==> src/sv/tidg_pkg.sv <==
// Shared types, constants and the CRC-16 byte function of the track ID field generator.
// Used by the controller, datapath and top level; depends on nothing.
package tidg_pkg;

  localparam int MAX_SECTORS = 32;
  localparam int CNT_W       = 6;
  localparam int CFG_IDX_W   = 3;
  localparam int CFG_DATA_W  = 8;

  localparam logic [CNT_W-1:0] INTERLEAVE_BASE = 6'd11;
  localparam logic [CNT_W-1:0] SECTOR_LIMIT    = 6'(MAX_SECTORS);

  localparam logic [15:0] CRC_POLY   = 16'h1021;
  localparam logic [15:0] CRC_INIT   = 16'hFFFF;
  localparam logic [7:0]  SYNC_MARK  = 8'hA1;
  localparam logic [7:0]  ID_MARK    = 8'hFE;

  typedef enum logic [CFG_IDX_W-1:0] {
    REG_SECTORS_PER_TRACK = 3'd0,
    REG_LENGTH_CODE       = 3'd1,
    REG_SIDES_COUNT       = 3'd2,
    REG_TRACKS_PER_SIDE   = 3'd3,
    REG_INTERLEAVE_ENABLE = 3'd4,
    REG_INTERLEAVE_STEP   = 3'd5
  } cfg_reg_t;

  typedef enum logic [2:0] {
    ST_IDLE,
    ST_DECIDE,
    ST_SIDE,
    ST_SECTOR,
    ST_LENGTH,
    ST_EMIT,
    ST_REFUSE
  } state_t;

  typedef enum logic [2:0] {
    OP_NONE,
    OP_LATCH,
    OP_CRC_TRACK,
    OP_CRC_SIDE,
    OP_CRC_SECTOR,
    OP_CRC_LENGTH,
    OP_EMIT_FIELD,
    OP_EMIT_EMPTY
  } dp_op_t;

  typedef struct packed {
    dp_op_t op;
  } cmd_t;

  typedef struct packed {
    logic refuse;
    logic last_sector;
    logic out_free;
  } status_t;

  typedef struct packed {
    logic [7:0] id_track;
    logic       id_side;
    logic [5:0] id_sector;
    logic [1:0] id_length;
    logic [7:0] crc_high;
    logic [7:0] crc_low;
    logic       last_field;
    logic       no_fields;
  } field_t;

  function automatic logic [15:0] crc_byte(input logic [15:0] crc, input logic [7:0] data);
    logic [15:0] c;
    c = crc ^ {data, 8'h00};
    for (int i = 0; i < 8; i++) begin
      c = c[15] ? ({c[14:0], 1'b0} ^ CRC_POLY) : {c[14:0], 1'b0};
    end
    return c;
  endfunction

  localparam logic [15:0] CRC_PRESET =
    crc_byte(crc_byte(crc_byte(crc_byte(CRC_INIT, SYNC_MARK), SYNC_MARK), SYNC_MARK), ID_MARK);

endpackage

==> src/sv/tidg_if.sv <==
// Valid/ready channel interfaces for requests and ID fields.
// Depends on nothing.
interface tidg_req_if;
  logic       valid;
  logic       ready;
  logic [7:0] track_number;
  logic       side_number;

  modport source (output valid, output track_number, output side_number, input ready);
  modport sink   (input valid, input track_number, input side_number, output ready);
endinterface

interface tidg_field_if;
  logic       valid;
  logic       ready;
  logic [7:0] id_track;
  logic       id_side;
  logic [5:0] id_sector;
  logic [1:0] id_length;
  logic [7:0] crc_high;
  logic [7:0] crc_low;
  logic       last_field;
  logic       no_fields;

  modport source (output valid, output id_track, output id_side, output id_sector,
                  output id_length, output crc_high, output crc_low, output last_field,
                  output no_fields, input ready);
  modport sink   (input valid, input id_track, input id_side, input id_sector,
                  input id_length, input crc_high, input crc_low, input last_field,
                  input no_fields, output ready);
endinterface

==> src/sv/tidg_ctrl.sv <==
// Sequencer of the track ID field generator: walks one request through its CRC bytes
// and output loads. Depends on tidg_pkg.
module tidg_ctrl (
  input  logic             clk,
  input  logic             rst,
  input  logic             req_valid,
  output logic             req_ready,
  input  tidg_pkg::status_t status,
  output tidg_pkg::cmd_t   cmd
);

  tidg_pkg::state_t state, state_next;

  always_ff @(posedge clk) begin
    if (rst) begin
      state <= tidg_pkg::ST_IDLE;
    end else begin
      state <= state_next;
    end
  end

  always_comb begin
    state_next = state;
    cmd.op     = tidg_pkg::OP_NONE;
    req_ready  = 1'b0;
    case (state)
      tidg_pkg::ST_IDLE: begin
        req_ready = 1'b1;
        if (req_valid) begin
          cmd.op     = tidg_pkg::OP_LATCH;
          state_next = tidg_pkg::ST_DECIDE;
        end
      end
      tidg_pkg::ST_DECIDE: begin
        if (status.refuse) begin
          state_next = tidg_pkg::ST_REFUSE;
        end else begin
          cmd.op     = tidg_pkg::OP_CRC_TRACK;
          state_next = tidg_pkg::ST_SIDE;
        end
      end
      tidg_pkg::ST_SIDE: begin
        cmd.op     = tidg_pkg::OP_CRC_SIDE;
        state_next = tidg_pkg::ST_SECTOR;
      end
      tidg_pkg::ST_SECTOR: begin
        cmd.op     = tidg_pkg::OP_CRC_SECTOR;
        state_next = tidg_pkg::ST_LENGTH;
      end
      tidg_pkg::ST_LENGTH: begin
        cmd.op     = tidg_pkg::OP_CRC_LENGTH;
        state_next = tidg_pkg::ST_EMIT;
      end
      tidg_pkg::ST_EMIT: begin
        if (status.out_free) begin
          cmd.op     = tidg_pkg::OP_EMIT_FIELD;
          state_next = status.last_sector ? tidg_pkg::ST_IDLE : tidg_pkg::ST_SECTOR;
        end
      end
      tidg_pkg::ST_REFUSE: begin
        if (status.out_free) begin
          cmd.op     = tidg_pkg::OP_EMIT_EMPTY;
          state_next = tidg_pkg::ST_IDLE;
        end
      end
      default: begin
        state_next = tidg_pkg::ST_IDLE;
      end
    endcase
  end

endmodule

==> src/sv/tidg_dp.sv <==
// Datapath of the track ID field generator: configuration registers, request latch,
// sector numbering, byte-wide CRC-16 unit and output register. Depends on tidg_pkg.
module tidg_dp (
  input  logic                             clk,
  input  logic                             rst,
  input  logic                             cfg_write_en,
  input  logic [tidg_pkg::CFG_IDX_W-1:0]  cfg_index,
  input  logic [tidg_pkg::CFG_DATA_W-1:0] cfg_wdata,
  input  logic [7:0]                       req_track,
  input  logic                             req_side,
  input  tidg_pkg::cmd_t                   cmd,
  output tidg_pkg::status_t                status,
  input  logic                             out_ready,
  output logic                             out_valid,
  output tidg_pkg::field_t                 out_field
);

  logic [5:0] sectors_per_track;
  logic [1:0] length_code;
  logic [1:0] sides_count;
  logic [7:0] tracks_per_side;
  logic       interleave_enable;
  logic [4:0] interleave_step;

  logic [7:0]  track_q;
  logic        side_q;
  logic        refuse_q;
  logic        interleave_q;
  logic [5:0]  count_q;
  logic [4:0]  step_q;
  logic [4:0]  n_q;
  logic [4:0]  acc_q;
  logic [15:0] crc_q;
  logic [15:0] base_q;

  logic [5:0]  count_eff;
  logic        interleave_now;
  logic [4:0]  step_mod;
  logic [5:0]  n_plus;
  logic [5:0]  acc_sum;
  logic [5:0]  sector;
  logic        out_free;

  always_ff @(posedge clk) begin
    if (rst) begin
      sectors_per_track <= 6'd9;
      length_code       <= 2'd2;
      sides_count       <= 2'd2;
      tracks_per_side   <= 8'd80;
      interleave_enable <= 1'b0;
      interleave_step   <= 5'd6;
    end else if (cfg_write_en) begin
      case (cfg_index)
        tidg_pkg::REG_SECTORS_PER_TRACK: sectors_per_track <= cfg_wdata[5:0];
        tidg_pkg::REG_LENGTH_CODE:       length_code       <= cfg_wdata[1:0];
        tidg_pkg::REG_SIDES_COUNT:       sides_count       <= cfg_wdata[1:0];
        tidg_pkg::REG_TRACKS_PER_SIDE:   tracks_per_side   <= cfg_wdata[7:0];
        tidg_pkg::REG_INTERLEAVE_ENABLE: interleave_enable <= cfg_wdata[0];
        tidg_pkg::REG_INTERLEAVE_STEP:   interleave_step   <= cfg_wdata[4:0];
        default: ;
      endcase
    end
  end

  always_comb begin
    count_eff = (sectors_per_track > tidg_pkg::SECTOR_LIMIT) ? tidg_pkg::SECTOR_LIMIT
                                                            : sectors_per_track;
    interleave_now = interleave_enable &&
                     ((count_eff == tidg_pkg::INTERLEAVE_BASE) ||
                      (count_eff == 6'(2 * tidg_pkg::INTERLEAVE_BASE)));
    // count is 11 or 22 whenever the step is used
    if ({1'b0, interleave_step} >= 6'(2 * tidg_pkg::INTERLEAVE_BASE)) begin
      step_mod = 5'({1'b0, interleave_step} - 6'(2 * tidg_pkg::INTERLEAVE_BASE));
    end else if ((count_eff == tidg_pkg::INTERLEAVE_BASE) &&
                 ({1'b0, interleave_step} >= tidg_pkg::INTERLEAVE_BASE)) begin
      step_mod = 5'({1'b0, interleave_step} - tidg_pkg::INTERLEAVE_BASE);
    end else begin
      step_mod = interleave_step;
    end
    n_plus   = {1'b0, n_q} + 6'd1;
    acc_sum  = {1'b0, acc_q} + {1'b0, step_q};
    sector   = interleave_q ? ({1'b0, acc_q} + 6'd1) : n_plus;
    out_free = !out_valid || out_ready;
    status.refuse      = refuse_q;
    status.last_sector = (n_plus == count_q);
    status.out_free    = out_free;
  end

  always_ff @(posedge clk) begin
    case (cmd.op)
      tidg_pkg::OP_LATCH: begin
        track_q      <= req_track;
        side_q       <= req_side;
        count_q      <= count_eff;
        interleave_q <= interleave_now;
        step_q       <= step_mod;
        n_q          <= '0;
        acc_q        <= '0;
        refuse_q     <= ({1'b0, req_side} >= sides_count) || (req_track >= tracks_per_side) ||
                        (count_eff == 6'd0);
      end
      tidg_pkg::OP_CRC_TRACK:  crc_q  <= tidg_pkg::crc_byte(tidg_pkg::CRC_PRESET, track_q);
      tidg_pkg::OP_CRC_SIDE:   base_q <= tidg_pkg::crc_byte(crc_q, {7'd0, side_q});
      tidg_pkg::OP_CRC_SECTOR: crc_q  <= tidg_pkg::crc_byte(base_q, {2'd0, sector});
      tidg_pkg::OP_CRC_LENGTH: crc_q  <= tidg_pkg::crc_byte(crc_q, {6'd0, length_code});
      tidg_pkg::OP_EMIT_FIELD: begin
        n_q   <= n_plus[4:0];
        acc_q <= (acc_sum >= count_q) ? 5'(acc_sum - count_q) : acc_sum[4:0];
      end
      default: ;
    endcase
  end

  always_ff @(posedge clk) begin
    if (rst) begin
      out_valid <= 1'b0;
    end else if (cmd.op == tidg_pkg::OP_EMIT_FIELD || cmd.op == tidg_pkg::OP_EMIT_EMPTY) begin
      out_valid <= 1'b1;
    end else if (out_ready) begin
      out_valid <= 1'b0;
    end
  end

  always_ff @(posedge clk) begin
    if (cmd.op == tidg_pkg::OP_EMIT_FIELD) begin
      out_field.id_track   <= track_q;
      out_field.id_side    <= side_q;
      out_field.id_sector  <= sector;
      out_field.id_length  <= length_code;
      out_field.crc_high   <= crc_q[15:8];
      out_field.crc_low    <= crc_q[7:0];
      out_field.last_field <= status.last_sector;
      out_field.no_fields  <= 1'b0;
    end else if (cmd.op == tidg_pkg::OP_EMIT_EMPTY) begin
      out_field.id_track   <= '0;
      out_field.id_side    <= 1'b0;
      out_field.id_sector  <= '0;
      out_field.id_length  <= '0;
      out_field.crc_high   <= '0;
      out_field.crc_low    <= '0;
      out_field.last_field <= 1'b1;
      out_field.no_fields  <= 1'b1;
    end
  end

endmodule

==> src/sv/track_id_field_generator.sv <==
// Track ID field generator: for each track/side request, one sector ID field per
// sector with its CRC-16, or one empty item for a request out of range or with no
// sectors configured. A refused request is latched, decided on, then emitted as its
// item once the output register is free. Otherwise the latch and the header CRC (track,
// side bytes) come first, then each field takes three steps (sector byte, length byte,
// output load); the next request is taken once the last field sits in the output register.
module track_id_field_generator (
  input  logic                             clk,
  input  logic                             rst,
  input  logic                             cfg_write_en,
  input  logic [tidg_pkg::CFG_IDX_W-1:0]  cfg_index,
  input  logic [tidg_pkg::CFG_DATA_W-1:0] cfg_wdata,
  tidg_req_if.sink                         req,
  tidg_field_if.source                     fld
);

  tidg_pkg::cmd_t    cmd;
  tidg_pkg::status_t status;
  tidg_pkg::field_t  out_field;

  tidg_ctrl u_ctrl (
    .clk       (clk),
    .rst       (rst),
    .req_valid (req.valid),
    .req_ready (req.ready),
    .status    (status),
    .cmd       (cmd)
  );

  tidg_dp u_dp (
    .clk          (clk),
    .rst          (rst),
    .cfg_write_en (cfg_write_en),
    .cfg_index    (cfg_index),
    .cfg_wdata    (cfg_wdata),
    .req_track    (req.track_number),
    .req_side     (req.side_number),
    .cmd          (cmd),
    .status       (status),
    .out_ready    (fld.ready),
    .out_valid    (fld.valid),
    .out_field    (out_field)
  );

  assign fld.id_track   = out_field.id_track;
  assign fld.id_side    = out_field.id_side;
  assign fld.id_sector  = out_field.id_sector;
  assign fld.id_length  = out_field.id_length;
  assign fld.crc_high   = out_field.crc_high;
  assign fld.crc_low    = out_field.crc_low;
  assign fld.last_field = out_field.last_field;
  assign fld.no_fields  = out_field.no_fields;

  a_busy_after_accept: assert property (@(posedge clk) disable iff (rst)
    req.valid && req.ready |=> !req.ready)
    else $error("request taken while previous one in work");

  a_sector_range: assert property (@(posedge clk) disable iff (rst)
    fld.valid && !fld.no_fields |-> fld.id_sector >= 6'd1 && fld.id_sector <= 6'd32)
    else $error("sector number out of range");

  a_empty_item: assert property (@(posedge clk) disable iff (rst)
    fld.valid && fld.no_fields |-> fld.last_field && fld.id_sector == 6'd0 &&
      fld.crc_high == 8'd0 && fld.crc_low == 8'd0)
    else $error("empty item carries data");

endmodule
==> src/flat_wrapper.sv <==
// flat-port wrapper written by rule: the top's interface ports become plain ports
module track_id_field_generator_flat 
  (clk, rst, cfg_write_en, cfg_index, cfg_wdata, req_valid, req_track_number, req_side_number, req_ready, fld_valid, fld_id_track, fld_id_side, fld_id_sector, fld_id_length, fld_crc_high, fld_crc_low, fld_last_field, fld_no_fields, fld_ready);
  tidg_req_if req_i ();
  tidg_field_if fld_i ();
  input  logic clk;
  input  logic rst;
  input  logic cfg_write_en;
  input  logic [tidg_pkg::CFG_IDX_W-1:0] cfg_index;
  input  logic [tidg_pkg::CFG_DATA_W-1:0] cfg_wdata;
  input wire logic [$bits(req_i.valid)-1:0] req_valid;
  input wire logic [$bits(req_i.track_number)-1:0] req_track_number;
  input wire logic [$bits(req_i.side_number)-1:0] req_side_number;
  output wire logic [$bits(req_i.ready)-1:0] req_ready;
  output wire logic [$bits(fld_i.valid)-1:0] fld_valid;
  output wire logic [$bits(fld_i.id_track)-1:0] fld_id_track;
  output wire logic [$bits(fld_i.id_side)-1:0] fld_id_side;
  output wire logic [$bits(fld_i.id_sector)-1:0] fld_id_sector;
  output wire logic [$bits(fld_i.id_length)-1:0] fld_id_length;
  output wire logic [$bits(fld_i.crc_high)-1:0] fld_crc_high;
  output wire logic [$bits(fld_i.crc_low)-1:0] fld_crc_low;
  output wire logic [$bits(fld_i.last_field)-1:0] fld_last_field;
  output wire logic [$bits(fld_i.no_fields)-1:0] fld_no_fields;
  input wire logic [$bits(fld_i.ready)-1:0] fld_ready;
  assign req_i.valid = req_valid;
  assign req_i.track_number = req_track_number;
  assign req_i.side_number = req_side_number;
  assign req_ready = req_i.ready;
  assign fld_valid = fld_i.valid;
  assign fld_id_track = fld_i.id_track;
  assign fld_id_side = fld_i.id_side;
  assign fld_id_sector = fld_i.id_sector;
  assign fld_id_length = fld_i.id_length;
  assign fld_crc_high = fld_i.crc_high;
  assign fld_crc_low = fld_i.crc_low;
  assign fld_last_field = fld_i.last_field;
  assign fld_no_fields = fld_i.no_fields;
  assign fld_i.ready = fld_ready;
  track_id_field_generator u_core (.clk(clk), .rst(rst), .cfg_write_en(cfg_write_en), .cfg_index(cfg_index), .cfg_wdata(cfg_wdata), .req(req_i), .fld(fld_i));
endmodule
==> config.mk <==
export PLATFORM = sky130hd
export DESIGN_NAME = track_id_field_generator_flat
export DESIGN_NICKNAME = d
export VERILOG_FILES = /design/src/sv/tidg_pkg.sv /design/src/sv/tidg_if.sv /design/src/sv/tidg_ctrl.sv /design/src/sv/tidg_dp.sv /design/src/sv/track_id_field_generator.sv /design/src/flat_wrapper.sv
export SDC_FILE = /design/constraint.sdc
export NUM_CORES = 1
export LEC_CHECK = 0
export CAP_MARGIN = 10
export CORE_MARGIN = 1.5
export CORE_UTILIZATION = 45
export DETAILED_ROUTE_END_ITERATION = 10
export DONT_BUFFER_PORTS = 1
export GPL_TIMING_DRIVEN = 0
export SLEW_MARGIN = 10
export SYNTH_ARGS = -nofsm -noshare
export SYNTH_HDL_FRONTEND = slang
export SYNTH_HIERARCHICAL = 1
export SYNTH_SLANG_ARGS = --single-unit
==> constraint.sdc <==
create_clock -name clk -period 5.35 [get_ports clk]
set_clock_uncertainty 0.05 [all_clocks]
set_input_delay 0.535 -clock clk [delete_from_list [all_inputs] [get_ports clk]]
set_output_delay 0.535 -clock clk [all_outputs]
set_load 0.05 [all_outputs]
; Word level (Yosys, flattened, before mapping)
; Index checks and enable logic that the tools add are counted.
[word_totals]
rom_bits = 0
ff_bits = 127
output_inout_bits = 37
ram_bits = 0
memories = 0
wordCells = 177
latch_bits = 0
[op_classes]
mux = 56
magnitude_cmp = 6
div_mod_pow = 0
n_reduce_logical = 22
n_addsub = 6
n_eq_ne = 24
mul = 0
shifts = 0
n_bitwise = 36
[op_table]
columns = op, count
row1 = 13-bit 2-to-1 mux, 32
row2 = 3-bit inverter, 32
row3 = 35-bit 2-to-1 mux, 2
row4 = 16-bit one-hot mux with 3 select lines, 1
row5 = 3-bit one-hot mux with 7 select lines, 2
row6 = "3-bit == test, second input constant", 9
row7 = 5-bit one-hot mux with 2 select lines, 2
row8 = "3-bit by 2-bit == test with 1-bit output, second input constant", 6
row9 = 3-bit 2-to-1 mux, 6
row10 = 16-bit by 10-bit XOR with 16-bit output, 1
row11 = 16-bit by 14-bit XOR with 16-bit output, 1
row12 = 16-bit by 9-bit XOR with 16-bit output, 1
row13 = 5-bit 2-to-1 mux, 3
row14 = "5-bit by 1-bit adder with 6-bit output, second input constant", 2
row15 = 6-bit 2-to-1 mux, 2
row16 = 2-bit AND reduction, 6
row17 = "3-bit by 1-bit == test with 1-bit output, second input constant", 3
row18 = 8-bit >= comparator, 1
row19 = 5-bit by 5-bit adder with 6-bit output, 1
row20 = "6-bit by 4-bit == test with 1-bit output, second input constant", 1
row21 = "6-bit by 5-bit == test with 1-bit output, second input constant", 1
row22 = 6-bit == test, 1
row23 = 6-bit >= comparator, 1
row24 = "6-bit > comparator, second input constant", 1
row25 = 18 further kinds, 32

; Longest topological paths before layout
[logic_depth]
word_depth = 20
depth_mapped = 14
depth_no_buf = 13

; By module
; Netlist, hierarchy kept.
[modules_own_cells]
columns = mod, instances, area_per_inst_um2, cells_per_inst, seq_area_each_um2
row1 = tidg_dp, 1, 6393.6, 549, 3463.3
row2 = tidg_ctrl, 1, 242.7, 32, 60.1

; Worst setup path after synthesis
; OpenSTA, ideal clock, no wires.
[synth_timing]
path_kind = input-to-reg
start = input port fld_ready
end = register u_core.u_dp.acc_q[0], enable pin
setup_slack_ps = 2094
cell_stages = 8
required_ps = 4909
n_path_buf = 1
arrival_ps = 2816
cell_sequence = nand2b_1 > buf_4 > inv_1 > a221oi_1 > nand2_1 > inv_1 > nand2_1 > o21ai_0
[synth_rtl]
columns = item, line_no
row1 = start: declaration, flat_wrapper.sv:24  ; input wire logic [$bits(fld_i.ready)-1:0] fld_ready;
row2 = end signal: assignment, tidg_dp.sv:108  ; acc_q <= (acc_sum >= count_q) ? 5'(acc_sum - count_q) : acc_sum[4:0];
row3 = end: declaration, tidg_dp.sv:32  ; logic [4:0] acc_q;

==> metrics.txt <==
status completed; port bufs 0; Sequential Area 0.003523 mm²; clk root buf clkbuf_16; DRT Pass-1 Iters 5; ANT nets after route 0; Hold Path Class input pin to flop; initial core utilization 0.4583; Area Overhead vs Synth 13.76%; Hold Buf Count CTS 0; post-placement cell count 767; mean post-synth cell area 11.42 µm²; Worst R2R Setup Slack 1.44 ns; vias in the first global route 4185; Post-Layout Cell Count 798; Synth top cells by count edfxtp_1 (98), nor2_1 (44), nand2_1 (40), xnor2_1 (38), a21oi_1 (34); width of the die 124.4 µm; TritonCTS Buffers 17; Die Ht 124.4 µm; drt drc 0; RD Place Congestion 0.8278; Gate Count Post-Synth 581; global route hottest layer met2; DIE AREA 0.01549 mm²; final setup violating endpoints 0; RSZ-0062 raised after global routing false; row cnt 44; Peak Freq 256.0 MHz; area share of the largest cell type after synthesis 0.4434; fin crit period 3.906 ns; vias per inst 5.307; Post-synth EDFFs 98; cell area after layout 0.007550 mm²; drt total wl 13.95 mm; setup bufs post-CTS 0; dpl ws 1.358 ns; crit end category flop; hold slack 0.1285 ns; Longest Clk Path Bufs 2; Mapped Nets 634; clk_lat worst skew 0.42 ns; Fill cells 1281; CTS tree done; CP required 5.34 ns; max_slew headroom 0.4384; YS warnings 6; Distinct cells, synth 58; flops & latches, synth 127; Worst-path clk slew 0.05 ns; H-tree level count 4; vias 4235; Layout Nets 655; WL per Instance 17.49 µm; met2 global-route usage 0.2970; met3 usage 0.06100; VDD IR max 228.1 µV; Congestion Overflow GR 0; largest net degree at the start of global routing 37; clock tree sinks 127; CORE AREA 0.01448 mm²; register area share after synthesis 0.5309; Synth area leaders edfxtp_1 (44%), dfxtp_1 (8.7%), xnor2_1 (5.0%); All-Layer GR Usage 0.1873; Fin. Hold Viols 0; HPWL after DPL 10.32 mm; Pleak 2.934 nW; Post-Syn Area 0.006636 mm²; PD cells 696.9 mW/mm²; ys flop type edfxtp_1; worst-margin pin slew 0.8368 ns; max-slew violation count 0; Worst setup SP type flop; post-cts sizing count 0; Setup TNS 0 ns; Max-Cap Viols 0; first-pass GRT wire length 22.26 mm; Critical Path Fanout Max 36; # diodes 0; most frequent cell after synthesis edfxtp_1; Yosys top cell by area edfxtp_1; share of post-route cells with drive strength above 1 0.08469; Ports 62; initial antenna violation count 0; dpl cell area 0.006903 mm²; Final WS setup 1.444 ns; Iter 0 DRT Violations 311; routing usage on met1 0.2412; period utilization 0.7300; critical path type flop to flop; Async SR Flop Fraction 0; CP arrival 3.89 ns; area of the multi-input gates 0.002864 mm²
## path summary, 6_finish.rpt
check,startpoint,endpoint,cells after the start
worst max-delay path,u_core/u_dp/out_valid,u_core/u_dp/acc_q[2],8
worst min-delay path,rst,u_core/u_ctrl/state[2],1
worst max register to register,u_core/u_dp/out_valid,u_core/u_dp/acc_q[2],8
worst min register to register,u_core/u_dp/tracks_per_side[1],u_core/u_dp/tracks_per_side[1],2
## cell families after synthesis
family,after synthesis,synth area share
adder cells (fa/ha/maj),29,0.05675
AND/OR/NAND/NOR,175,0.1327
XOR/XNOR,73,0.1184
flip-flops,127,0.5309
buffers and inverters,60,0.03903
multiplexers,20,0.03149
AO/OA/AOI/OAI,97,0.09069
## power breakdown
group / internal [W] / switching (W) / total [W]
logic: 0.000948 / 0.00121 / 0.00215
clock network: 0.000865 / 0.000408 / 0.00127
registers: 0.00151 / 0.000326 / 0.00184
## worst max-delay path, cell delays in order (launching register included)
cell and delay (ns):
dfxtp_1 0.47, nand2b_1 0.19, buf_4 0.15, inv_1 0.06, a221oi_1 0.71, nand2_1 0.38
inv_2 0.70, nand2_1 0.28, o21ai_1 0.53
## area by class of cell
| class | instances | share of cell area |
|---|---|---|
| clock buffer | 18 | 0.05684 |
| multi-input combinational | 394 | 0.3794 |
| sequential | 127 | 0.4667 |
| inverter | 32 | 0.01591 |
| clock inverter | 13 | 0.02884 |
| timing repair buffer | 2 | 0.003480 |
| tap | 184 | 0.03049 |
| buffer | 28 | 0.01840 |
## metal layers
| metal | up-vias | share of wire | routed length (µm) |
|---|---|---|---|
| met5 | - | 0 | 0 |
| met2 | 116 | 0.46 | 6452 |
| met1 | 2021 | 0.45 | 6307 |
| met4 | 0 | 0.019 | 263 |
| met3 | 19 | 0.067 | 931 |
| li1 | 2079 | - | - |
## state kept, by name, indices dropped and copies added, names as in the netlist
name                           flops
u_core/u_ctrl/state                3
u_core/u_dp/acc_q                  5
u_core/u_dp/base_q                16
u_core/u_dp/count_q                6
u_core/u_dp/crc_q                 16
u_core/u_dp/interleave_enable      1
u_core/u_dp/interleave_q           1
u_core/u_dp/interleave_step        5
u_core/u_dp/length_code            2
u_core/u_dp/n_q                    5
u_core/u_dp/out_field             35
u_core/u_dp/out_valid              1
u_core/u_dp/refuse_q               1
u_core/u_dp/sectors_per_track      6
u_core/u_dp/side_q                 1
u_core/u_dp/sides_count            2
u_core/u_dp/step_q                 5
u_core/u_dp/track_q                8
u_core/u_dp/tracks_per_side        8
## metrics by stage
step / power, W / util
finish: 0.005262 / 0.5214
global route: 0.005589 / 0.5214
CTS: 0.005294 / 0.5214
detailed placement: 0.003995 / 0.4768
global placement: 0.003924 / 0.4742
floorplan: 0.003482 / -
## layout by cell type (no fill, tap or decap), types with 4 or more instances in the layout
master,n
xnor2_1,38
and3_1,5
and2_1,31
nor2b_1,13
a211o_1,8
edfxtp_1,98
clkinv_1,4
clkbuf_1,18
clkbuf_16,17
o21ai_0,24
ha_1,26
nor3_1,4
xnor3_1,6
mux2i_1,17
nand2b_1,9
xor2_1,24
dfxtp_1,29
a211oi_1,4
buf_4,4
a21o_1,8
inv_1,31
a21oi_1,34
nand3_1,14
bufinv_16,6
nor2_1,42
nand2_1,40
No activity file was read; power rests on OpenSTA's default activity.
